**config.mk**
```make
export PLATFORM = sky130hd
export DESIGN_NAME = hmm_ctrl
export DESIGN_NICKNAME = d
export VERILOG_FILES = /design/src/rtl/hmm_pkg.sv /design/src/rtl/hmm_ctrl.sv
export SDC_FILE = /design/constraint.sdc
export NUM_CORES = 1
export LEC_CHECK = 0
export BUFFER_PORTS_ARGS = -buffer_cell sky130_fd_sc_hd__buf_2
export CORE_AREA = 2 2 39 41
export CTS_BUF_LIST = sky130_fd_sc_hd__clkbuf_2 sky130_fd_sc_hd__clkbuf_4 sky130_fd_sc_hd__clkbuf_8
export DETAILED_ROUTE_END_ITERATION = 16
export DIE_AREA = 0 0 41 43
export HOLD_SLACK_MARGIN = 0.1
export PLACE_DENSITY = 0.54
export SLEW_MARGIN = 10
export SYNTH_ARGS = -nofsm -noshare
export SYNTH_HDL_FRONTEND = slang
export SYNTH_SLANG_ARGS = --single-unit
```
**constraint.sdc**
```tcl
create_clock -name clk -period 1.45 [get_ports clk]
set_clock_uncertainty 0.2 [all_clocks]
set_input_delay 0.2175 -clock clk [delete_from_list [all_inputs] [get_ports clk]]
set_output_delay 0.2175 -clock clk [all_outputs]
set_load 0.02 [all_outputs]
```
**src/rtl/hmm_pkg.sv**
```systemverilog
// ----------------------------------------------------------------------------
// hmm_pkg
// Shared types and constants of the histogram mean and median unit.
// ----------------------------------------------------------------------------
package hmm_pkg;

    localparam int MEAN_FRAC_W = 8;
    localparam int MEAN_W      = 20;
    localparam int MEDIAN_W    = 12;
    localparam int COUNT_W     = 31;
    localparam int IN_BIN_W    = 12;
    localparam int TOP_W       = 12;
    localparam int CCNT_W      = 2;
    localparam int CFG_DATA_W  = 12;
    localparam int DIV_STEPS   = MEAN_W;

    localparam logic [MEAN_W-1:0] MEAN_MAX = '1;

    localparam logic CFG_TOP_VALUE   = 1'b0;
    localparam logic CFG_COLOR_COUNT = 1'b1;

    localparam logic ACT_LOAD    = 1'b0;
    localparam logic ACT_COMPUTE = 1'b1;

    typedef struct packed {
        logic clear;
        logic load;
        logic begin_compute;
        logic walk_start;
        logic pass2;
        logic div_start;
        logic emit;
        logic next_color;
    } cmd_t;

    typedef struct packed {
        logic clear_done;
        logic walk_done;
        logic div_done;
        logic out_free;
        logic last_color;
    } sts_t;

endpackage

```
**src/rtl/hmm_ctrl.sv**
```systemverilog
// ----------------------------------------------------------------------------
// hmm_ctrl
// Sequencer: clearing sweep, load handling and the per-colour compute passes.
// ----------------------------------------------------------------------------
module hmm_ctrl
    import hmm_pkg::*;
(
    input  logic clk,
    input  logic rst_n,
    input  logic in_valid,
    input  logic in_action,
    output logic in_ready,
    input  sts_t sts,
    output cmd_t cmd
);

    localparam logic [2:0] ST_CLEAR = 3'd0;
    localparam logic [2:0] ST_IDLE  = 3'd1;
    localparam logic [2:0] ST_P1    = 3'd2;
    localparam logic [2:0] ST_DIV   = 3'd3;
    localparam logic [2:0] ST_P2    = 3'd4;
    localparam logic [2:0] ST_EMIT  = 3'd5;

    logic [2:0] state_reg;
    logic [2:0] state_next;
    logic       in_fire;

    assign in_ready = (state_reg == ST_IDLE);
    assign in_fire  = in_valid && in_ready;

    always_comb
    begin
        state_next = state_reg;
        cmd        = '0;
        unique case (state_reg)
            ST_CLEAR:
            begin
                cmd.clear = 1'b1;
                if (sts.clear_done)
                begin
                    state_next = ST_IDLE;
                end
            end
            ST_IDLE:
            begin
                if (in_fire && in_action == ACT_LOAD)
                begin
                    cmd.load = 1'b1;
                end
                if (in_fire && in_action == ACT_COMPUTE)
                begin
                    cmd.begin_compute = 1'b1;
                    cmd.walk_start    = 1'b1;
                    state_next        = ST_P1;
                end
            end
            ST_P1:
            begin
                if (sts.walk_done)
                begin
                    cmd.div_start = 1'b1;
                    state_next    = ST_DIV;
                end
            end
            ST_DIV:
            begin
                if (sts.div_done)
                begin
                    cmd.walk_start = 1'b1;
                    cmd.pass2      = 1'b1;
                    state_next     = ST_P2;
                end
            end
            ST_P2:
            begin
                if (sts.walk_done)
                begin
                    state_next = ST_EMIT;
                end
            end
            ST_EMIT:
            begin
                if (sts.out_free)
                begin
                    cmd.emit = 1'b1;
                    if (sts.last_color)
                    begin
                        state_next = ST_IDLE;
                    end
                    else
                    begin
                        cmd.next_color = 1'b1;
                        cmd.walk_start = 1'b1;
                        state_next     = ST_P1;
                    end
                end
            end
            default:
            begin
                state_next = ST_IDLE;
            end
        endcase
    end

    always_ff @(posedge clk or negedge rst_n)
    begin
        if (!rst_n)
        begin
            state_reg <= ST_CLEAR;
        end
        else
        begin
            state_reg <= state_next;
        end
    end

endmodule

```
==> results of run 1 <==
power groups by stage:
stage                     Clock, mW  Sequential, mW  Combinational (mW)
final                         0.171           0.173               0.964
after global placement            0           0.173               0.607
after floorplan                   0           0.164               0.382
after global routing          0.183           0.178                1.02
after CTS                     0.179           0.173               0.915
after detailed placement          0           0.176               0.611
final cells by class:
class	count	share of cell area, %
multi-input cells	27	39.6
clock buffers	4	4.66
flip-flops and latches	3	11.8
inverters	1	0.583
well taps	16	3.11
repair buffers	32	40.2
stage by stage:
stage / instances / setup slack [ns] / hold WS (ns)
floorplan: 32 / -0.0870 / -0.278
global placement: 72 / -0.101 / -0.183
detailed placement: 72 / -0.124 / -0.183
CTS: 83 / -0.261 / 0.129
global route: 83 / -0.328 / 0.146
finish: 83 / -0.260 / 0.137
cell usage in the layout, fill, tap and decap left out, types with 2 or more instances in the layout:
cell and n:
a211oi_2 2, buf_2 9, buf_4 11, buf_6 9
clkbuf_4 4, dfrtp_1 2, dlygate4sd3_1 3, nand2_1 4
nand2b_4 2, nand3b_1 2, nor2_4 3, nor3_4 2
o21ai_1 2
synth_stat cells, drive strengths merged:
cell / number
o22a: 1
inv: 1
a211oi: 2
nor4b: 1
nand2: 5
nand3b: 2
nor3b: 1
buf: 1
nor3: 3
or2: 1
nor2: 3
or3: 1
nand2b: 3
dfrtp: 3
xnor2: 1
o21ai: 3
timing repair:
item / CTS / global route
endpoints found under the setup margin: 9 / 10
gates resized for setup: 28 / 5
hold buffers: 3 / 0
hold endpoints to repair: 4 / 0
pin swaps: 7 / 0
setup buffers: 4 / 0
final timing paths:
| path | start | end | depth (start not counted) |
|---|---|---|---|
| max reg2reg | state_reg[1] | state_reg[0] | 4 |
| max | state_reg[1] | cmd[4] | 4 |
| min | sts[0] | state_reg[1] | 3 |
| min in group asynchronous | rst_n | state_reg[1] | 3 |
| min reg2reg | state_reg[2] | state_reg[2] | 2 |
| max in group asynchronous | rst_n | state_reg[2] | 3 |
worst min-delay path, stage by stage:
cell	delay, ns
buf_2	0.11
o22a_1	0.15
o21ai_1	0.06
routing by layer:
metal / vias up / GRT usage (%) / part of all wire [%]
li1: 186 / - / -
met1: 166 / 13.3 / 38
met2: 12 / 18.8 / 56
met3: 4 / 3.14 / 2.7
met4: 0 / 12.0 / 3.0
met5: - / 0 / 0
kinds of logic (layout without fill, tap and decap cells):
kind of cell              Yosys count  count (layout)  share of synthesized area, %
AOI/OAI and AO/OA                   6               6                          15.3
xor gates and xnor gates            1               1                          3.45
buffers and inverters               2              37                          4.43
DFF                                 3               3                          29.6
and+or+nand+nor                    20              20                          47.3
==> flow_summary.yaml, run 1 <==
timing:
  tightest_slew_ns: 0.201
  min_period_ns: 1.71
  relSlewSlack_pct: 86.6
  rsz0062_at_grt: "true"
  setup_tns_ns: -1.30
  finalCritPeriodShare_pct: 118
  fin_ws_ns: -0.260
  timing.fmax_mhz: 585
  drv_slew: 0
  finalSetupViolations: 9
  hold_viol: 0
pwr:
  internal-power_uw: 752
  ir_worst_vdd_uv: 718
  power_density_mw_per_mm2: 2030
  p_total_mw: 1.31
  p_sw_uw: 555
  p_leak_nw: 0.295
  combPwrFrac_pct: 73.7
  switching_share_pct: 42.5
  p_clk_share_pct: 13.1
  seqPwrFrac_pct: 13.2
routing:
  via_count: 368
  drcViolationCount: 0
  ant_nets: 0
  wirelength_microns: 956
  viasPerCell: 4.43
  routedWlPerCell_microns: 11.5
  drtIter0Drc: 4
  drt_first_pass_iters: 4
cts:
  numCtsBuffers: 3
  htreeDepth: 1
  cts_buffer_depth: 2
  clkTransAtPathRegs_ns: 0.04
  cts_tree: "done"
  root_buffer: "clkbuf_4"
  cts_num_sinks: 3
  clock_latency_ns: 0.24
placed_design:
  placed_cell_area_sq_um: 432
  gp_congestion: 0.732
  hpwl_microns: 638
  port_buffers: 17
floorplanning:
  die_h_microns: 43
  die_area_sq_mm: 0.00176
  initial_core_util_pct: 18.4
  rows: 14
  core_area_sq_mm: 0.00138
  io_pins: 18
  die_w_microns: 41
grt:
  antenna_found_initial: 0
  grtUsageTotal_pct: 12.6
  grt_pass1_vias: 340
  grt_pass1_wl_mm: 1.38
  grt-ovfl-total: 0
  grt_start_max_net_pins: 6
synthesis:
  syn-num-nets: 41
  synth_cell_type_count: 18
  syn_area_sq_um: 254
  ys_ff_latch: 3
  yosys-top-cells-area: "dfrtp_1 (30%), nand2_1 (7.4%), o21ai_1 (5.9%), a211oi_1 (5.9%), nand3b_1 (5.9%)"
  ys_seq_area_share_pct: 29.6
  synth_top_cell_by_area: "dfrtp_1"
  synth_warnings: 0
  yosysTopAreaCellShare_pct: 29.6
  netlist_instances: 32
  syn_area_per_cell_sq_um: 7.94
worst_setup_path:
  crit_arrival_ns: 1.29
  crit_path_start_kind: "flop"
  path_delay_family: "simple AND/OR/NAND/NOR gates"
  cp_cell_sequence: "nand2b_4 -> nor3_4 -> or2_4 -> buf_6"
  crit_buf_inv: 1
  cp_slowest_stage_delay_ns: 0.39
  required_ns: 1.03
  worst_path_max_delay_cell: "dfrtp_1"
  path_class: "reg2out"
  worstSetupEndpointType: "primary output"
  ff2ff_setup_slack_ns: 0.01
  path_max_fanout: 4
finish:
  drive_gt1_share_pct: 73.1
  nNetsFinal: 77
  fillers: 135
  antennaDiodeCount: 0
  largest_reg_flops: 3
  final-seq-area_sq_um: 76.3
  final_area_sq_um: 644
  area_growth_pct: 154
  postLayoutCoreUtil_pct: 46.6
  multiInputGateArea_sq_um: 255
hold_path:
  hold_class: "in2reg"
status:
  violations: "setup timing"
  status: "complete, but fails checks"
flow_run:
  max_cap_violations: 0
Note: power is estimated with default switching activity, not from simulation.
==> inputs of run 2 (changes only) <==
Settings changed: REMOVE_ABC_BUFFERS set to 1.
==> flow_summary.yaml, run 2 (synthesis gave the netlist of run 1 again) <==
worst_setup_path:
  crit_path_start_kind: "flop"
  path_class: "reg2out"
  crit_arrival_ns: 1.30
  required_ns: 1.03
  path_max_fanout: 4
  worstSetupEndpointType: "primary output"
floorplanning:
  rows: 14
  die_h_microns: 43
  io_pins: 18
  initial_core_util_pct: 18.4
  core_area_sq_mm: 0.00138
  die_w_microns: 41
  die_area_sq_mm: 0.00176
grt:
  grt_pass1_vias: 301
  antenna_found_initial: 0
  grtUsageTotal_pct: 12.0
  grt-ovfl-total: 0
  grt_pass1_wl_mm: 1.34
  grt_start_max_net_pins: 9
routing:
  drcViolationCount: 0
  highest_layer: "met4"
  wirelength_microns: 900
  viasPerCell: 4.45
  drtIter0Drc: 5
  drt-met1-wl_microns: 424
  wl_met3_microns: 63
  via_count: 347
  ant_nets: 0
  drt_first_pass_iters: 2
  routedWlPerCell_microns: 11.5
  dr_wl_met2_microns: 392
timing:
  drv_slew: 0
  relSlewSlack_pct: 83.5
  min_period_ns: 1.71
  finalSetupViolations: 10
  tightest_slew_ns: 0.246
  finalCritPeriodShare_pct: 118
  hold_viol: 0
  timing.fmax_mhz: 584
  rsz0062_at_grt: "true"
  setup_tns_ns: -1.60
  fin_ws_ns: -0.264
pwr:
  ir_worst_vdd_uv: 879
  p_leak_nw: 0.272
  internal-power_uw: 681
  seqPwrFrac_pct: 16.2
  p_sw_uw: 519
  combPwrFrac_pct: 69.3
  power_density_mw_per_mm2: 2090
  switching_share_pct: 43.2
  p_total_mw: 1.20
  p_clk_share_pct: 14.5
cts:
  numCtsBuffers: 3
  clock_latency_ns: 0.24
  cts_buffer_depth: 2
  htreeDepth: 1
  clkTransAtPathRegs_ns: 0.04
  cts_num_sinks: 3
  root_buffer: "clkbuf_4"
  cts_tree: "done"
placed_design:
  gp_congestion: 0.798
  dp_cells: 71
  hpwl_microns: 605
  port_buffers: 17
finish:
  largest_reg_flops: 3
  final-seq-area_sq_um: 76.3
  drive_gt1_share_pct: 67.7
  layout_common_cells: "buf_2 (9), buf_4 (9), buf_6 (8), nand2_1 (4), clkbuf_4 (4)"
  area_growth_pct: 126
  nNetsFinal: 72
  antennaDiodeCount: 0
  multiInputGateArea_sq_um: 230
  fin_cells: 78
  fillers: 144
status:
  violations: "setup timing"
  status: "complete, but fails checks"
hold_path:
  hold_class: "in2reg"
flow_run:
  max_cap_violations: 0
[run 2: cell type report]
| cell class | count | area share (%) |
|---|---|---|
| clock buffers | 4 | 5.24 |
| inverters | 1 | 0.655 |
| multi-input cells | 27 | 40.2 |
| flip-flops and latches | 3 | 13.3 |
| well taps | 16 | 3.49 |
| repair buffers | 27 | 37.1 |
[run 2: what timing repair did]
action,CTS,global route
hold endpoints to repair,4,0
endpoints found under the setup margin,10,10
setup buffers,0,2
hold buffers,1,0
pin swaps,5,0
gates resized for setup,16,14
[run 2: metal layers]
layer  track usage (%)  vias up
li1                  -      176
met1              16.9      154
met2              13.1       14
met3              5.24        3
met4              10.0        0
met5                 0        -
[run 2: final timing paths]
kind / from / to / slack (ns) / cells past startpoint
worst max-delay path: state_reg[1] / cmd[4] / -0.26 / 4
worst min-delay path: sts[2] / state_reg[2] / 0.08 / 3
worst max register to register: state_reg[2] / state_reg[0] / -0.13 / 5
worst min register to register: state_reg[0] / state_reg[0] / 0.45 / 2
max in group asynchronous: rst_n / state_reg[2] / 0.82 / 2
min in group asynchronous: rst_n / state_reg[1] / 0.10 / 2
[run 2: metrics by stage]
step | utilization (%) | area [sq um] | hold WS [ns] | setup slack (ns)
2_1_floorplan | - | 246 | -0.278 | -0.305
3_3_place_gp | 29.2 | 404 | -0.178 | -0.0664
3_5_place_dp | 29.2 | 404 | -0.179 | -0.0806
4_1_cts | 36.3 | 502 | 0.0782 | -0.246
5_1_grt | 41.4 | 573 | 0.114 | -0.341
6_report | 41.4 | 573 | 0.0824 | -0.264
[run 2: critical path, cell delays in order (launching register included)]
cell      delay [ns]
dfrtp_1         0.39
nand3b_1        0.19
a211oi_2        0.22
or2_1           0.14
buf_6           0.11
[run 2: power by group through the flow]
| stage | Clock [mW] | Sequential (mW) | Combinational (mW) |
|---|---|---|---|
| after floorplan | 0 | 0.185 | 0.309 |
| after global placement | 0 | 0.177 | 0.557 |
| after detailed placement | 0 | 0.179 | 0.560 |
| after CTS | 0.178 | 0.192 | 0.669 |
| after global routing | 0.181 | 0.206 | 0.887 |
| final | 0.174 | 0.194 | 0.831 |
